$ cat config.mk
export PLATFORM = sky130hd
export DESIGN_NAME = active_warp_round_robin
export DESIGN_NICKNAME = d
export VERILOG_FILES = /design/src/hdl/awrr_pkg.sv /design/src/hdl/awrr_engine.sv /design/src/hdl/active_warp_round_robin.sv
export SDC_FILE = /design/constraint.sdc
export NUM_CORES = 1
export LEC_CHECK = 0
export CAP_MARGIN = 20
export CORE_MARGIN = 2
export CORE_UTILIZATION = 60
export CTS_BUF_LIST = sky130_fd_sc_hd__clkbuf_2 sky130_fd_sc_hd__clkbuf_4 sky130_fd_sc_hd__clkbuf_8
export DETAILED_ROUTE_END_ITERATION = 8
export DONT_BUFFER_PORTS = 1
export GPL_TIMING_DRIVEN = 1
export HOLD_SLACK_MARGIN = 0.06
export PLACE_DENSITY = 0.86
export SETUP_SLACK_MARGIN = 0.3
export SYNTH_ARGS = -nofsm -noshare
export SYNTH_HDL_FRONTEND = slang
export SYNTH_SLANG_ARGS = --single-unit
$ cat constraint.sdc
create_clock -name clk -period 3.2 [get_ports clk]
set_input_delay 0.32 -clock clk [delete_from_list [all_inputs] [get_ports clk]]
set_output_delay 0.32 -clock clk [all_outputs]
set_load 0.01 [all_outputs]
$ cat src/hdl/awrr_pkg.sv
// Shared types and constants for the active warp round-robin scheduler.
// Depends on nothing; used by awrr_engine and active_warp_round_robin.
`timescale 1ns / 1ps

package awrr_pkg;

  localparam int LIST_DEPTH_DEF = 32;
  localparam int WARP_IDS_DEF   = 64;
  localparam int ID_W           = 6;
  localparam int OUT_CNT_W      = 6;
  localparam int OP_W           = 2;

  typedef enum logic [OP_W-1:0] {
    OP_ADD    = 2'd0,
    OP_REMOVE = 2'd1,
    OP_UPDATE = 2'd2,
    OP_PICK   = 2'd3
  } awrr_op_t;

  typedef struct packed {
    awrr_op_t        op;
    logic [ID_W-1:0] warp_id;
    logic            warp_finished;
  } awrr_req_t;

  typedef struct packed {
    logic [ID_W-1:0]      pick_warp;
    logic                 next_valid;
    logic                 pick_all_done;
    logic                 all_finished;
    logic [OUT_CNT_W-1:0] active_count;
  } awrr_res_t;

  typedef struct packed {
    logic idle;
    logic done;
  } awrr_stat_t;

endpackage

$ cat src/hdl/awrr_engine.sv
// Sequencer and storage of the scheduler: list memory, finished-flag memory, search,
// shift and round-robin scan. Depends on awrr_pkg.
`timescale 1ns / 1ps

module awrr_engine #(
  parameter int LIST_DEPTH = awrr_pkg::LIST_DEPTH_DEF,
  parameter int WARP_IDS   = awrr_pkg::WARP_IDS_DEF
) (
  input  logic                clk,
  input  logic                rst_n,
  input  logic                start,
  input  awrr_pkg::awrr_req_t req,
  input  logic                res_free,
  output awrr_pkg::awrr_stat_t stat,
  output awrr_pkg::awrr_res_t  res
);

  import awrr_pkg::*;

  localparam int LA_W  = $clog2(LIST_DEPTH);
  localparam int CNT_W = $clog2(LIST_DEPTH + 1);
  localparam int FA_W  = $clog2(WARP_IDS);
  localparam int XW    = FA_W + ID_W;

  typedef enum logic [2:0] {S_IDLE, S_SRCH, S_SHIFT, S_PICK, S_RESP} state_t;

  function automatic logic [FA_W-1:0] faddr(input logic [ID_W-1:0] id);
    logic [XW-1:0] x;
    x = XW'(id);
    return x[FA_W-1:0];
  endfunction

  function automatic logic [LA_W-1:0] wrap_inc(input logic [LA_W-1:0] p,
                                               input logic [CNT_W-1:0] n);
    logic [LA_W-1:0] q;
    q = p + LA_W'(1);
    if (CNT_W'(p) + CNT_W'(1) == n) q = '0;
    return q;
  endfunction

  // Control and payload registers.
  state_t           state_r, state_nxt;
  awrr_req_t        req_r, req_nxt;
  logic [CNT_W-1:0] count_r, count_nxt;
  logic [LA_W-1:0]  cursor_r, cursor_nxt;
  logic [CNT_W-1:0] unfin_r, unfin_nxt;
  logic [CNT_W-1:0] iss_r, iss_nxt;
  logic [LA_W-1:0]  pos_r, pos_nxt;
  logic             p1_r, p1_nxt;
  logic [LA_W-1:0]  p1_idx_r, p1_idx_nxt;
  logic             p2_r, p2_nxt;
  logic [LA_W-1:0]  p2_idx_r, p2_idx_nxt;
  logic [ID_W-1:0]  p2_warp_r, p2_warp_nxt;
  logic [ID_W-1:0]  nw_r, nw_nxt;
  logic             nv_r, nv_nxt;
  logic             pad_r, pad_nxt;

  // Memories.
  logic [ID_W-1:0]  list_mem [LIST_DEPTH];
  logic [ID_W-1:0]  list_rdata_r;
  logic             list_we;
  logic [LA_W-1:0]  list_waddr, list_raddr;
  logic [ID_W-1:0]  list_wdata;

  logic             fin_mem [WARP_IDS];
  logic [WARP_IDS-1:0] fin_vld_r;
  logic             fin_q_r, fin_qv_r;
  logic             flag_we, flag_wdata, flag_rd;
  logic [FA_W-1:0]  flag_waddr, flag_raddr;

  // Search outcome terms.
  logic hit, f0, f1, want_app, deleting, appending, listed_after, wr_flag;

  assign flag_rd = fin_q_r & fin_qv_r;

  always_ff @(posedge clk) begin
    if (list_we) begin
      list_mem[list_waddr] <= list_wdata;
    end
    list_rdata_r <= list_mem[list_raddr];
  end

  // Flags read as zero until first written, so no clearing pass is needed.
  always_ff @(posedge clk) begin
    if (flag_we) begin
      fin_mem[flag_waddr] <= flag_wdata;
    end
    fin_q_r  <= fin_mem[flag_raddr];
    fin_qv_r <= fin_vld_r[flag_raddr];
    if (!rst_n) begin
      fin_vld_r <= '0;
    end else if (flag_we) begin
      fin_vld_r[flag_waddr] <= 1'b1;
    end
  end

  always_comb begin
    state_nxt   = state_r;
    req_nxt     = req_r;
    count_nxt   = count_r;
    cursor_nxt  = cursor_r;
    unfin_nxt   = unfin_r;
    iss_nxt     = iss_r;
    pos_nxt     = pos_r;
    p1_nxt      = 1'b0;
    p1_idx_nxt  = p1_idx_r;
    p2_nxt      = 1'b0;
    p2_idx_nxt  = p2_idx_r;
    p2_warp_nxt = p2_warp_r;
    nw_nxt      = nw_r;
    nv_nxt      = nv_r;
    pad_nxt     = pad_r;
    list_we     = 1'b0;
    list_waddr  = count_r[LA_W-1:0];
    list_wdata  = req_r.warp_id;
    list_raddr  = iss_r[LA_W-1:0];
    flag_we     = 1'b0;
    flag_waddr  = faddr(req_r.warp_id);
    flag_wdata  = req_r.warp_finished;
    flag_raddr  = faddr(req_r.warp_id);
    stat.done   = 1'b0;

    hit          = p1_r && (list_rdata_r == req_r.warp_id);
    f0           = flag_rd;
    wr_flag      = (req_r.op != OP_REMOVE);
    f1           = wr_flag ? req_r.warp_finished : f0;
    want_app     = (req_r.op == OP_ADD) ||
                   ((req_r.op == OP_UPDATE) && !req_r.warp_finished);
    deleting     = hit && ((req_r.op == OP_REMOVE) ||
                   ((req_r.op == OP_UPDATE) && req_r.warp_finished));
    appending    = !hit && want_app && (count_r < CNT_W'(LIST_DEPTH));
    listed_after = appending || (hit && !deleting);

    unique case (state_r)
      S_IDLE: begin
        flag_raddr = faddr(req.warp_id);
        if (start) begin
          req_nxt = req;
          nw_nxt  = '0;
          nv_nxt  = 1'b0;
          pad_nxt = 1'b0;
          iss_nxt = '0;
          pos_nxt = cursor_r;
          if (req.op == OP_PICK) begin
            state_nxt = (count_r == '0) ? S_RESP : S_PICK;
          end else if (XW'(req.warp_id) < XW'(WARP_IDS)) begin
            state_nxt = S_SRCH;
          end else begin
            state_nxt = S_RESP;
          end
        end
      end

      S_SRCH: begin
        if (iss_r < count_r) begin
          p1_nxt     = 1'b1;
          p1_idx_nxt = iss_r[LA_W-1:0];
          iss_nxt    = iss_r + CNT_W'(1);
        end
        if (hit || (!p1_r && (iss_r == count_r))) begin
          flag_we   = wr_flag;
          unfin_nxt = unfin_r - CNT_W'(hit && !f0) + CNT_W'(listed_after && !f1);
          state_nxt = S_RESP;
          if (appending) begin
            list_we   = 1'b1;
            count_nxt = count_r + CNT_W'(1);
          end
          if (deleting) begin
            count_nxt = count_r - CNT_W'(1);
            if (CNT_W'(cursor_r) >= count_r - CNT_W'(1)) begin
              cursor_nxt = '0;
            end
            iss_nxt   = CNT_W'(p1_idx_r) + CNT_W'(1);
            p1_nxt    = 1'b0;
            state_nxt = S_SHIFT;
          end
        end
      end

      S_SHIFT: begin
        // Entries above the removed one move down by one, read then written.
        if (iss_r <= count_r) begin
          p1_nxt     = 1'b1;
          p1_idx_nxt = iss_r[LA_W-1:0];
          iss_nxt    = iss_r + CNT_W'(1);
        end
        if (p1_r) begin
          list_we    = 1'b1;
          list_waddr = p1_idx_r - LA_W'(1);
          list_wdata = list_rdata_r;
        end
        if (!p1_r && (iss_r > count_r)) begin
          state_nxt = S_RESP;
        end
      end

      S_PICK: begin
        // Three-stage scan: list read, flag read, decision.
        list_raddr  = pos_r;
        flag_raddr  = faddr(list_rdata_r);
        if (iss_r < count_r) begin
          p1_nxt     = 1'b1;
          p1_idx_nxt = pos_r;
          pos_nxt    = wrap_inc(pos_r, count_r);
          iss_nxt    = iss_r + CNT_W'(1);
        end
        p2_nxt      = p1_r;
        p2_idx_nxt  = p1_idx_r;
        p2_warp_nxt = list_rdata_r;
        if (p2_r && (!flag_rd || (unfin_r == '0))) begin
          nw_nxt     = p2_warp_r;
          nv_nxt     = 1'b1;
          pad_nxt    = (unfin_r == '0);
          cursor_nxt = wrap_inc(p2_idx_r, count_r);
          p1_nxt     = 1'b0;
          p2_nxt     = 1'b0;
          state_nxt  = S_RESP;
        end
      end

      S_RESP: begin
        if (res_free) begin
          stat.done = 1'b1;
          state_nxt = S_IDLE;
        end
      end

      default: begin
        state_nxt = S_IDLE;
      end
    endcase
  end

  always_ff @(posedge clk) begin
    req_r     <= req_nxt;
    iss_r     <= iss_nxt;
    pos_r     <= pos_nxt;
    p1_idx_r  <= p1_idx_nxt;
    p2_idx_r  <= p2_idx_nxt;
    p2_warp_r <= p2_warp_nxt;
    nw_r      <= nw_nxt;
    nv_r      <= nv_nxt;
    pad_r     <= pad_nxt;
    if (!rst_n) begin
      state_r  <= S_IDLE;
      count_r  <= '0;
      cursor_r <= '0;
      unfin_r  <= '0;
      p1_r     <= 1'b0;
      p2_r     <= 1'b0;
    end else begin
      state_r  <= state_nxt;
      count_r  <= count_nxt;
      cursor_r <= cursor_nxt;
      unfin_r  <= unfin_nxt;
      p1_r     <= p1_nxt;
      p2_r     <= p2_nxt;
    end
  end

  assign stat.idle         = (state_r == S_IDLE);
  assign res.pick_warp     = nw_r;
  assign res.next_valid    = nv_r;
  assign res.pick_all_done = pad_r;
  assign res.all_finished  = (unfin_r == '0);
  assign res.active_count  = OUT_CNT_W'(count_r);

endmodule

$ cat src/hdl/active_warp_round_robin.sv
// Top level of the active warp round-robin scheduler: handshakes and result register.
// Depends on awrr_pkg and awrr_engine.
`timescale 1ns / 1ps

//  channel | direction | handshake           | beat contents
//  in_     | input     | in_valid / in_ready | req_type, warp_id, warp_finished
//  out_    | output    | out_valid/out_ready | pick_warp, next_valid, pick_all_done,
//          |           |                     | all_finished, active_count
//
// One request is worked on at a time. A search runs through the listed warps in order and
// stops at its warp; a removal then closes the gap. A pick scans onward from the cursor, and
// on an empty list it answers without a scan. in_ready rises in the cycle after a result is
// handed over, and the result waits while the output register still holds an untaken beat.
// Reset is synchronous; flags carry valid bits.

module active_warp_round_robin #(
  parameter int LIST_DEPTH = awrr_pkg::LIST_DEPTH_DEF,
  parameter int WARP_IDS   = awrr_pkg::WARP_IDS_DEF
) (
  input  logic                             clk,
  input  logic                             rst_n,
  input  logic                             in_valid,
  output logic                             in_ready,
  input  logic [awrr_pkg::OP_W-1:0]        in_req_type,
  input  logic [awrr_pkg::ID_W-1:0]        in_warp_id,
  input  logic                             in_warp_finished,
  output logic                             out_valid,
  input  logic                             out_ready,
  output logic [awrr_pkg::ID_W-1:0]        out_pick_warp,
  output logic                             out_next_valid,
  output logic                             out_pick_all_done,
  output logic                             out_all_finished,
  output logic [awrr_pkg::OUT_CNT_W-1:0]   out_active_count
);

  import awrr_pkg::*;

  awrr_req_t  req;
  awrr_res_t  res;
  awrr_stat_t stat;
  logic       start;
  logic       res_free;

  logic      out_valid_r, out_valid_nxt;
  awrr_res_t out_res_r, out_res_nxt;

  // The request beat is taken only while the engine is idle; the engine captures it.
  assign in_ready      = stat.idle;
  assign start         = in_valid && in_ready;
  assign req.op        = awrr_op_t'(in_req_type);
  assign req.warp_id   = in_warp_id;
  assign req.warp_finished = in_warp_finished;

  // The engine hands over its result only when the output register can take it.
  assign res_free = !out_valid_r || out_ready;

  awrr_engine #(
    .LIST_DEPTH (LIST_DEPTH),
    .WARP_IDS   (WARP_IDS)
  ) u_engine (
    .clk      (clk),
    .rst_n    (rst_n),
    .start    (start),
    .req      (req),
    .res_free (res_free),
    .stat     (stat),
    .res      (res)
  );

  always_comb begin
    out_valid_nxt = out_valid_r;
    out_res_nxt   = out_res_r;
    if (stat.done) begin
      out_valid_nxt = 1'b1;
      out_res_nxt   = res;
    end else if (out_ready) begin
      out_valid_nxt = 1'b0;
    end
  end

  always_ff @(posedge clk) begin
    out_res_r <= out_res_nxt;
    if (!rst_n) begin
      out_valid_r <= 1'b0;
    end else begin
      out_valid_r <= out_valid_nxt;
    end
  end

  assign out_valid         = out_valid_r;
  assign out_pick_warp     = out_res_r.pick_warp;
  assign out_next_valid    = out_res_r.next_valid;
  assign out_pick_all_done = out_res_r.pick_all_done;
  assign out_all_finished  = out_res_r.all_finished;
  assign out_active_count  = out_res_r.active_count;

endmodule

---- Yosys cells after proc, flatten, opt, wreduce, memory -nomap -nowiden ----
Memories as Yosys holds them, arrays and structs flattened. A register that Yosys moved wholly into a read port is not among the register bits.
Cells that the tools add are included.
storage, ports and cells
  register bits ........................... 147
  memory bits (writable) .................. 256
  input bits .............................. 13
  output and inout port bits .............. 17
  word-level logic and storage cells ...... 188
  memories kept ........................... 2
memories
  name               words  bits a word  read ports  clocked after memory_dff  write ports  line               source
  u_engine.list_mem  32     6            1           1                         1            awrr_engine.sv:59  logic [ID_W-1:0] list_mem [LIST_DEPTH];
  u_engine.fin_mem   64     1            1           1                         1            awrr_engine.sv:65  logic fin_mem [WARP_IDS];
operators by class
  add/subtract/negate cells ............... 11
  $lt $le $gt $ge ......................... 8
  equal/unequal tests ..................... 22
  mux-type cells .......................... 69
  bitwise operators ....................... 4
  reductions and logical operators ........ 47
operators with widths
  cell                                                 count
  2-to-1 mux 5 bit                                     14
  OR 64 bit                                            1
  2-to-1 mux 6 bit                                     10
  == test 6 bit                                        4
  2-to-1 mux 1 bit                                     24
  2-to-1 mux 3 bit                                     8
  one-hot mux 6 bit (2 select lines)                   2
  one-hot mux 6 bit (4 select lines)                   1
  != test 2 x 1 -> 1 bit (second input constant)       10
  one-hot mux 5 bit (2 select lines)                   2
  adder 5 x 1 -> 6 bit (second input constant)         3
  one-hot mux 3 bit (5 select lines)                   1
  one-hot mux 5 bit (3 select lines)                   1
  logical AND 1 bit                                    14
  < comparator 6 x 7 -> 1 bit (second input constant)  2
  adder 6 x 1 -> 6 bit (second input constant)         2
  logical NOT 6 bit                                    2
  AND reduction 3 bit                                  4
  adder 5 x 1 -> 5 bit (second input constant)         2
  AND reduction 5 bit                                  2
  nonzero test 2 bit                                   4
  logical NOT 1 bit                                    7
  adder 6 x 1 -> 6 bit                                 1
  binary-select mux 1 bit (select 6 bit)               1
  28 further kinds                                     39

---- Longest topological paths before layout ----
Gate-level depths: netlist of run 1.
  word-level depth ........................ 10
  gate-level depth with buffers ........... 17
  mapped depth without buffers ............ 16

---- Hierarchy ----
From an unflattened synthesis of run 1, not the netlist that was laid out.
second synthesis, totals
  cells, all modules ...................... 1,525
  area total of the unflattened synthesis .. 18,129.9 um^2
by module, submodules not included
  module                   instances  cells each  area each (um^2)  seq. area each (um^2)
  awrr_engine              1          1,505       17,624.4          10,890.4
  active_warp_round_robin  1          20          505.5             470.5

---- Least setup slack after synthesis of run 1 ----
Ideal clock, no wire load.
  path kind ............................... register -> register
  start point ............................. register u_engine.state_r[1]
  end point ............................... register out_res_r (netlist bit out_active_count[0]) (enable)
  setup time .............................. 426 ps
  arrival time ............................ 2,596 ps
  data required time ...................... 2,774 ps
  setup slack ............................. 178 ps
  cell stages (with the launch flop) ...... 6
  path buffers ............................ 4
  period minus slack after synthesis ...... 3,022 ps
  path through ............................ dfxtp_1 buf_4 buf_2 clkbuf_1 clkbuf_1 nor4_1
on the way
  word-level cells in the longest chain between the ends .. 2
RTL lines
  element                   line                           source
  start: declaration        awrr_engine.sv:42              state_t state_r, state_nxt;
  start signal: assignment  awrr_engine.sv:252             state_r <= state_nxt;
  == test 3 bit             awrr_engine.sv:134             unique case (state_r)
  2-to-1 mux 1 bit          awrr_engine.sv:134
  end signal: assignment    active_warp_round_robin.sv:82  out_res_r <= out_res_nxt;
  end: declaration          active_warp_round_robin.sv:45  awrr_res_t out_res_r, out_res_nxt;
No other way between the ends.
A chain may end at the register's enable or synchronous reset.

---- Final worst setup path of run 1 ----
  start point ............................. register u_engine.req_r (netlist bit u_engine.flag_waddr[2])
  end point ............................... memory u_engine.fin_mem[57] (enable)
on the way
  word-level cells in the longest chain between the ends .. 7
RTL lines
  element                                 line                source
  start: declaration                      awrr_engine.sv:43   awrr_req_t req_r, req_nxt;
  start signal: assignment                awrr_engine.sv:235  req_r <= req_nxt;
  == test 6 bit                           awrr_engine.sv:123  hit = p1_r && (list_rdata_r == req_r.warp_id);
  logical AND 1 bit                       awrr_engine.sv:123
  logical OR 1 bit                        awrr_engine.sv:160  if (hit || (!p1_r && (iss_r == count_r))) begin
  2-to-1 mux 1 bit                        awrr_engine.sv:160
  2-to-1 mux 1 bit                        awrr_engine.sv:134
  2-to-1 mux 1 bit                        awrr_engine.sv:85   if (flag_we) begin
  2-to-1 mux 1 bit (implied by the code)  awrr_engine.sv:86   fin_mem[flag_waddr] <= flag_wdata;
  end: declaration                        awrr_engine.sv:65
Parallel ways exist; a longest one is shown, timed or not.

==> summary.txt, run 1 <==
Synth
  • Syn_nets: between 1500 and 2000
  • Synth Cell Area: around 18000 sq um
  • Synth top cells by count: edfxtp_1, nand2_1, nor2_1
  • Register area share after synthesis: between 60% and 70%
  • Post-synth EDFFs: roughly 320
  • Syn_area_per_cell: 12.17 sq um
  • Main synth FF type: edfxtp_1
  • Post-synth top area share: between 50% and 60%
  • Flops & latches, synth: between 400 and 500
  • Asr flop ratio synth: 0%
  • Ys Warns: 0
  • Largest cells by area after synthesis: edfxtp_1, dfxtp_1, mux2i_1
  • Syn Inst Count: 1497
  • Count leader, synth: edfxtp_1
  • Top cell type by total area after synthesis: edfxtp_1
  • Distinct cell type count after synthesis: 65

Placed design
  • RD Place Congestion: ~0.88
  • Worst slack, placed: roughly 0.14 ns
  • DP HPWL: around 28000 um
  • Port Buffers: 0

Setup path
  • Crit path largest cell delay: between 0.4 and 0.5 ns
  • Crit path required time: roughly 3.5 ns
  • Cell Chain, Critical Path: xor2_1 -> nor3_2 -> buf_4 -> and2_1 -> buf_4 -> o21a_1 -> and3_1 -> nand3_1 -> nor2_1
  • WS Path Type: register to register
  • Crit-path slowest cell: edfxtp_1
  • FF-to-FF path depth: 9
  • Crit-path most repeated cell: buf_4
  • Critical path startpoint category: register
  • CP Max Fanout: 8
  • Data arrival, critical path: approximately 3.2 ns
  • RR Endpoint: u_engine.fin_mem[57]
  • R2R Setup Slk: ~0.29 ns
  • Crit end category: register
  • Worst r2r src: u_engine.flag_waddr[2]

Routing
  • Total Wirelength: between 40000 and 50000 um
  • Drt pass-1 iters: 5
  • Vias after detailed routing: about 13000
  • Iteration-0 DRC Markers: ~2000
  • Vias per Instance: ~6.5
  • WL/cell: 23.16 um
  • Post-route ant nets: 0
  • DRC: 0

Timing
  • RSZ-0062 raised after global routing: true
  • Final hold vios: 0
  • Post-route clock period utilization: 90.97%
  • Crit path time final: roughly 2.9 ns
  • Setup WS post-layout: about 0.29 ns
  • Worst slew margin: 30.36%
  • Setup TNS: 0 ns
  • Least-Margin Pin Slew: roughly 1.0 ns
  • Max frequency: between 0.3 and 0.4 GHz
  • Final setup viols: 0
  • Final Skew: roughly 0.048 ns
  • Final Max Tran Viols: 0

Power
  • Peak VDD IR: between 0.3 and 0.4 mV
  • Leakage: approximately 7.8 nW
  • Pwr/cell area: between 600 and 700 nW/um^2

Hold path
  • Worst Hold Launch: rst_n
  • Hold Crit Class: input pin to register
  • Hold path cells: 3
  • Worst hold endpoint: u_engine.cursor_r[2]

CTS
  • H-tree level count: 3
  • Clock latency on the worst-skew pair: around 0.61 ns
  • Num CTS Buffers: 66
  • Clk buf depth: 3
  • Worst-path clk slew: around 0.07 ns
  • Root Driver: clkbuf_8
  • Sink Count: 410
  • CTS tree: yes

Floorplanning
  • Cell row count: 63
  • Core area: 29800 sq um
  • Die Y: 178.2 um
  • Ports: 30
  • Die area: around 32000 sq um
  • DIE WIDTH: about 180 um
  • Initial Util: between 60 and 70%

Layout
  • # diodes: 0
  • Layout Utilization: a little over two thirds
  • Nets@finish: 1647
  • Fraction of layout cells with a size suffix above 1: approximately 17%
  • Area grow syn2layout: 14.42%

Run
  • Number of max-cap violations: 0

GRT
  • Largest net degree at the start of global routing: 88
  • Vias in the first global route: 12870
  • GR Overflow Total: 0
  • Initial antenna violation count: 0
  • GRT Overall Usage: between 20 and 30%
  • First-pass GRT wire length: 70600 um

Status
  • Status: completed
==> placed cells by master, fill, tap and decap left out, drive strengths merged, types with 14 or more instances in the layout <==
master / count
dfxtp: 95
clkbuf: 97
nor2: 141
mux2i: 104
nand3: 26
a21oi: 39
xnor2: 28
nand2: 227
inv: 41
edfxtp: 315
nor3: 14
o21a: 66
nand4: 15
and3: 29
a311oi: 30
and2: 20
buf: 113
ha: 27
o21ai: 28
clkinv: 17
==> registers in the layout (all words and copies together), names as in the netlist, 3 cells and up <==
signal and cells:
u_engine.list_mem 192, u_engine.fin_mem 64, u_engine.fin_vld_r 64, out_active_count 6
out_pick_warp 6, u_engine.count_r 6, u_engine.flag_waddr 6, u_engine.iss_r 6
u_engine.list_rdata_r 6, u_engine.nw_r 6, u_engine.p2_warp_r 6, u_engine.unfin_r 6
u_engine.cursor_r 5, u_engine.p1_idx_r 5, u_engine.p2_idx_r 5, u_engine.pos_r 5
u_engine.state_r 3
==> final cells by class <==
class | count | area (sq um)
well taps | 390 | 488.0
clock buffers | 97 | 1154
multi-input cells | 969 | 6467
clock inverters | 22 | 172.7
repair buffers | 123 | 1057
flip-flops and latches | 410 | 11360
fillers | 1828 | 8954
inverters | 36 | 141.4
==> routing by layer <==
metal / wire, um / global-route usage (%) / vias to the layer above
li1: - / - / 5754
met1: 17650 / 37.63 / 6439
met2: 22680 / 47.46 / 938
met3: 4933 / 5.904 / 201
met4: 2142 / 12.60 / 0
met5: 0 / 0 / -
==> power by group <==
part           internal (W)  switching (W)
sequential          0.00604       0.000225
combinational       0.00138        0.00218
clock               0.00238        0.00216
==> critical path: cells and delay by family, from the launching register on <==
family          cells  cell delay (ns)
xor+xnor            1             0.20
buf+inv             2             0.32
simple gates        5             1.44
compound gates      1             0.20
flops               1             0.42
==> cell families after synthesis <==
family          after synthesis  synth area share [%]
compound gates              266                 10.61
xor+xnor                     38                 1.827
fa+ha+maj                    28                 1.964
buf+inv                     118                 3.002
flops                       410                 62.37
mux                         122                 7.652
simple gates                515                 12.58
==> metrics by stage <==
step                cell area (sq um)  std cells  hold slack, ns  total power [W]
finish                          20840       2047         0.08207          0.01435
global placement                19100       1898          0.4016         0.009377
detailed placement              19100       1898          0.4065         0.009486
floorplan                       18220       1497          0.4003         0.008511
CTS                             20600       2029         0.06480          0.01403
global route                    20840       2047         0.09030          0.01480
==> repair_timing <==
action / 4_1_cts / 5_1_grt
pin swaps: 0 / 14
setup endpoints to repair: 139 / 293
buffers inserted: 1 / 18
hold endpoints to repair: 95 / 0
hold buffers: 10 / 0
cloned: 1 / 0
gates resized for setup: 7 / 35
==> worst max-delay path by stage <==
stage,startpoint,end,cells after the start
floorplan,u_engine.state_r[1],u_engine.list_mem[0][1],6
global placement,u_engine.count_r[4],u_engine.list_mem[6][4],8
detailed placement,u_engine.count_r[4],u_engine.list_mem[3][5],8
CTS,u_engine.flag_waddr[0],u_engine.unfin_r[5],14
global route,u_engine.flag_waddr[5],u_engine.fin_mem[57],9
finish,u_engine.flag_waddr[2],u_engine.fin_mem[57],9
(Power assumes the default switching activity.)
==> run 2: changes to the inputs <==
HOLD_SLACK_MARGIN = unset   (was 0.06)
SYNTH_HIERARCHICAL = 1   (was unset)
==> run 2 against run 1 <==
  * Die area down 0.46%
  * Core utilization down 0.92 points
  * Power is 17% higher
  * Sequential cell count unchanged
  * Clock power decreased by 2%
  * Largest cell class unchanged
  * Largest power group unchanged
==> summary.txt, run 2 <==
Timing
  • Final Skew: 0.03320 ns (was 0.04774 ns)
  • Worst slew margin: 49.69% (was 30.36%)
  • Setup TNS: 0 ns (unchanged)
  • RSZ-0062 raised after global routing: true (unchanged)
  • Post-route clock period utilization: 98.69% (was 90.97%)
  • Crit path time final: 3.158 ns (was 2.911 ns)
  • Least-Margin Pin Slew: 0.7401 ns (was 1.041 ns)
  • Final setup viols: 0 (unchanged)
  • Max frequency: 0.3166 GHz (was 0.3435 GHz)
  • Final Max Tran Viols: 0 (unchanged)
  • Final hold vios: 0 (unchanged)

Routing
  • Post-route ant nets: 0 (unchanged)
  • WL/cell: 22.05 um (was 23.16 um)
  • Iteration-0 DRC Markers: 1972 (was 1966)
  • DRC: 0 (unchanged)
  • Vias per Instance: 6.439 (was 6.513)
  • Total Wirelength: 45020 um (was 47410 um)
  • Drt pass-1 iters: 6 (was 5)
  • Vias after detailed routing: 13150 (was 13330)

GRT
  • GR Overflow Total: 0 (unchanged)
  • Largest net degree at the start of global routing: 85 (was 88)
  • First-pass GRT wire length: 68100 um (was 70600 um)
  • Initial antenna violation count: 0 (unchanged)
  • GRT Overall Usage: 27.93% (was 28.96%)
  • Vias in the first global route: 12430 (was 12870)

Synth
  • Top cell type by total area after synthesis: edfxtp_1 (unchanged)
  • Distinct cell type count after synthesis: 80 (was 65)
  • Ys Warns: 6 (was 0)
  • Syn_nets: 1566 (was 1538)
  • Largest cells by area after synthesis: edfxtp_1, dfxtp_1, nand2_1 (was edfxtp_1, dfxtp_1, mux2i_1)
  • Synth top cells by count: edfxtp_1, nand2_1, nor2_1 (unchanged)
  • Main synth FF type: edfxtp_1 (unchanged)
  • Syn Inst Count: 1525 (was 1497)
  • Asr flop ratio synth: 0% (unchanged)
  • Count leader, synth: edfxtp_1 (unchanged)
  • Synth Cell Area: 18130 sq um (was 18220 sq um)
  • Post-synth EDFFs: 315 (unchanged)
  • Post-synth top area share: 52.17% (was 51.93%)
  • Syn_area_per_cell: 11.89 sq um (was 12.17 sq um)
  • Flops & latches, synth: 410 (unchanged)
  • Register area share after synthesis: 62.66% (was 62.37%)

Power
  • Clock share of power: 26.4% (was 31.6%)
  • Peak VDD IR: 0.5459 mV (was 0.3501 mV)
  • Switching share of total power: 36.02% (was 31.76%)
  • Part of the power in combinational logic: 34.2% (was 24.7%)
  • Int Pwr: 0.01077 W (was 0.009794 W)
  • Pwr/cell area: 820.9 nW/um^2 (was 688.6 nW/um^2)
  • Seq pwr share: 39.4% (was 43.6%)
  • Leakage: 7.481 nW (was 7.762 nW)
  • Psw: 0.006066 W (was 0.004559 W)
  • Final Total Pwr: 0.01684 W (was 0.01435 W)

Setup path
  • Data arrival, critical path: 3.68 ns (was 3.19 ns)
  • Worst r2r src: u_engine/flag_waddr[2] (was u_engine.flag_waddr[2])
  • Crit path required time: 3.72 ns (was 3.48 ns)
  • Crit end category: register (unchanged)
  • CP Max Fanout: 4 (was 8)
  • WS Path Type: register to register (unchanged)
  • Setup crit start: u_engine/flag_waddr[2] (was u_engine.flag_waddr[2])
  • Critical path startpoint category: register (unchanged)

Placed design
  • DP HPWL: 26920 um (was 28430 um)
  • RD Place Congestion: 0.9154 (was 0.8798)
  • Port Buffers: 0 (unchanged)
  • Placed Area: 18800 sq um (was 19100 sq um)
  • Number of cells after detailed placement: 1904 (was 1898)

Layout
  • Final cell count without fillers: 2042 (was 2047)
  • Design area: 20510 sq um (was 20840 sq um)
  • Area grow syn2layout: 13.15% (was 14.42%)
  • Most frequent cells in the layout: edfxtp_1, nand2_1, nor2_1 (unchanged)
  • # fillers: 1806 (was 1828)
  • # diodes: 0 (unchanged)
  • Nets@finish: 1642 (was 1647)
  • Commonest non-fill, non-tap cell in the layout: edfxtp_1 (unchanged)
  • Largest registers: u_engine/list_mem x192, u_engine/fin_mem x64, u_engine/fin_vld_r x64 (was u_engine.list_mem x192, u_engine.fin_mem x64, u_engine.fin_vld_r x64)
  • Max reg flops: 192 (unchanged)
  • Top reg by flops: u_engine/list_mem (was u_engine.list_mem)
  • Fraction of layout cells with a size suffix above 1: 16.40% (was 17.38%)

Hold path
  • Hold Crit Class: input pin to register (unchanged)
  • Worst Hold Launch: rst_n (unchanged)

Run
  • Number of max-cap violations: 0 (unchanged)

CTS
  • Sink Count: 410 (unchanged)
  • Clk buf depth: 3 (unchanged)
  • Root Driver: clkbuf_8 (unchanged)
  • Worst-path clk slew: 0.06 ns (was 0.07 ns)
  • Clock latency on the worst-skew pair: 0.60 ns (was 0.61 ns)
  • CTS tree: yes (unchanged)
  • H-tree level count: 3 (unchanged)
  • Num CTS Buffers: 66 (unchanged)

Floorplanning
  • Cell row count: 63 (unchanged)
  • Die area: 31620 sq um (was 31770 sq um)
  • DIE WIDTH: 177.8 um (was 178.2 um)
  • Ports: 30 (unchanged)
  • Initial Util: 61.01% (was 61.14%)
  • Core area: 29720 sq um (was 29800 sq um)
  • Die Y: 177.8 um (was 178.2 um)

Status
  • Status: completed (unchanged)
[run 2: cells by family (layout without fill, tap and decap cells)]
| family | after synthesis | in the layout | share of synthesized area, % |
|---|---|---|---|
| xor+xnor | 37 | 37 | 1.787 |
| buf+inv | 115 | 242 | 3.154 |
| fa+ha+maj | 28 | 28 | 1.974 |
| compound gates | 284 | 284 | 11.11 |
| flops | 410 | 410 | 62.66 |
| simple gates | 575 | 575 | 14.22 |
| mux | 76 | 76 | 5.093 |
[run 2: what timing repair did]
item                                   CTS  global route
cloned                                   0             1
buffers inserted                         2             4
hold buffers                            12             0
pin swaps                                9            10
endpoints found under the hold margin   93             0
setup endpoints to repair               78           173
resized for setup                       13            40
[run 2: worst paths after layout]
kind,to,slack [ns],cells past startpoint
setup / recovery,u_engine/unfin_r[4],0.04,18
hold / removal,u_engine/cursor_r[0],0.05,3
setup reg to reg,u_engine/unfin_r[4],0.04,18
hold reg to reg,out_pick_warp[2],0.43,0
[run 2: layout make-up]
type | count | area (sq um) | share of cell area, %
flip-flops and latches | 410 | 11360 | 55.39
well taps | 390 | 488.0 | 2.379
inverters | 31 | 126.4 | 0.6160
clock inverters | 25 | 151.4 | 0.7380
repair buffers | 92 | 825.8 | 4.025
multi-input cells | 1000 | 6392 | 31.16
clock buffers | 94 | 1169 | 5.697
[run 2: stage by stage]
step	worst slack (ns)	utilization (%)	hold WS [ns]
2_1_floorplan	0.3031	-	0.4003
3_3_place_gp	0.1423	63.26	0.4028
3_5_place_dp	0.1131	63.26	0.4151
4_1_cts	0.2569	68.37	0.008137
5_1_grt	-0.03951	69.03	0.05411
6_report	0.04185	69.03	0.05195
[run 2: worst max-delay path, stage by stage, from the launching register on]
cell and delay, ns:
edfxtp_1 0.41, xor2_1 0.17, nor3_2 0.28, nand2_2 0.11, a21oi_2 0.22, a21oi_2 0.07, or2_4 0.25, ha_4 0.28
inv_4 0.04, ha_4 0.16, inv_2 0.05, fa_2 0.20, inv_2 0.04, a21oi_2 0.15, nor2_1 0.08, nor2_2 0.20
xnor2_2 0.15, mux2i_1 0.10, nor2b_1 0.13
[run 2: power by group through the flow]
stage	combinational [W]	clock (W)	sequential, W
6_report	0.00576	0.00444	0.00664
5_1_grt	0.00609	0.00473	0.00667
4_1_cts	0.00545	0.00447	0.00662
3_5_place_dp	0.00532	0	0.00673
3_3_place_gp	0.00517	0	0.00670
2_1_floorplan	0.00377	0	0.00669
[run 2: metal layers]
layer	global-route usage [%]	vias to the layer above	wire length, um
li1	-	5746	-
met1	35.37	6262	16590
met2	46.35	944	21670
met3	6.105	196	4776
met4	12.19	0	1983
met5	0	-	0
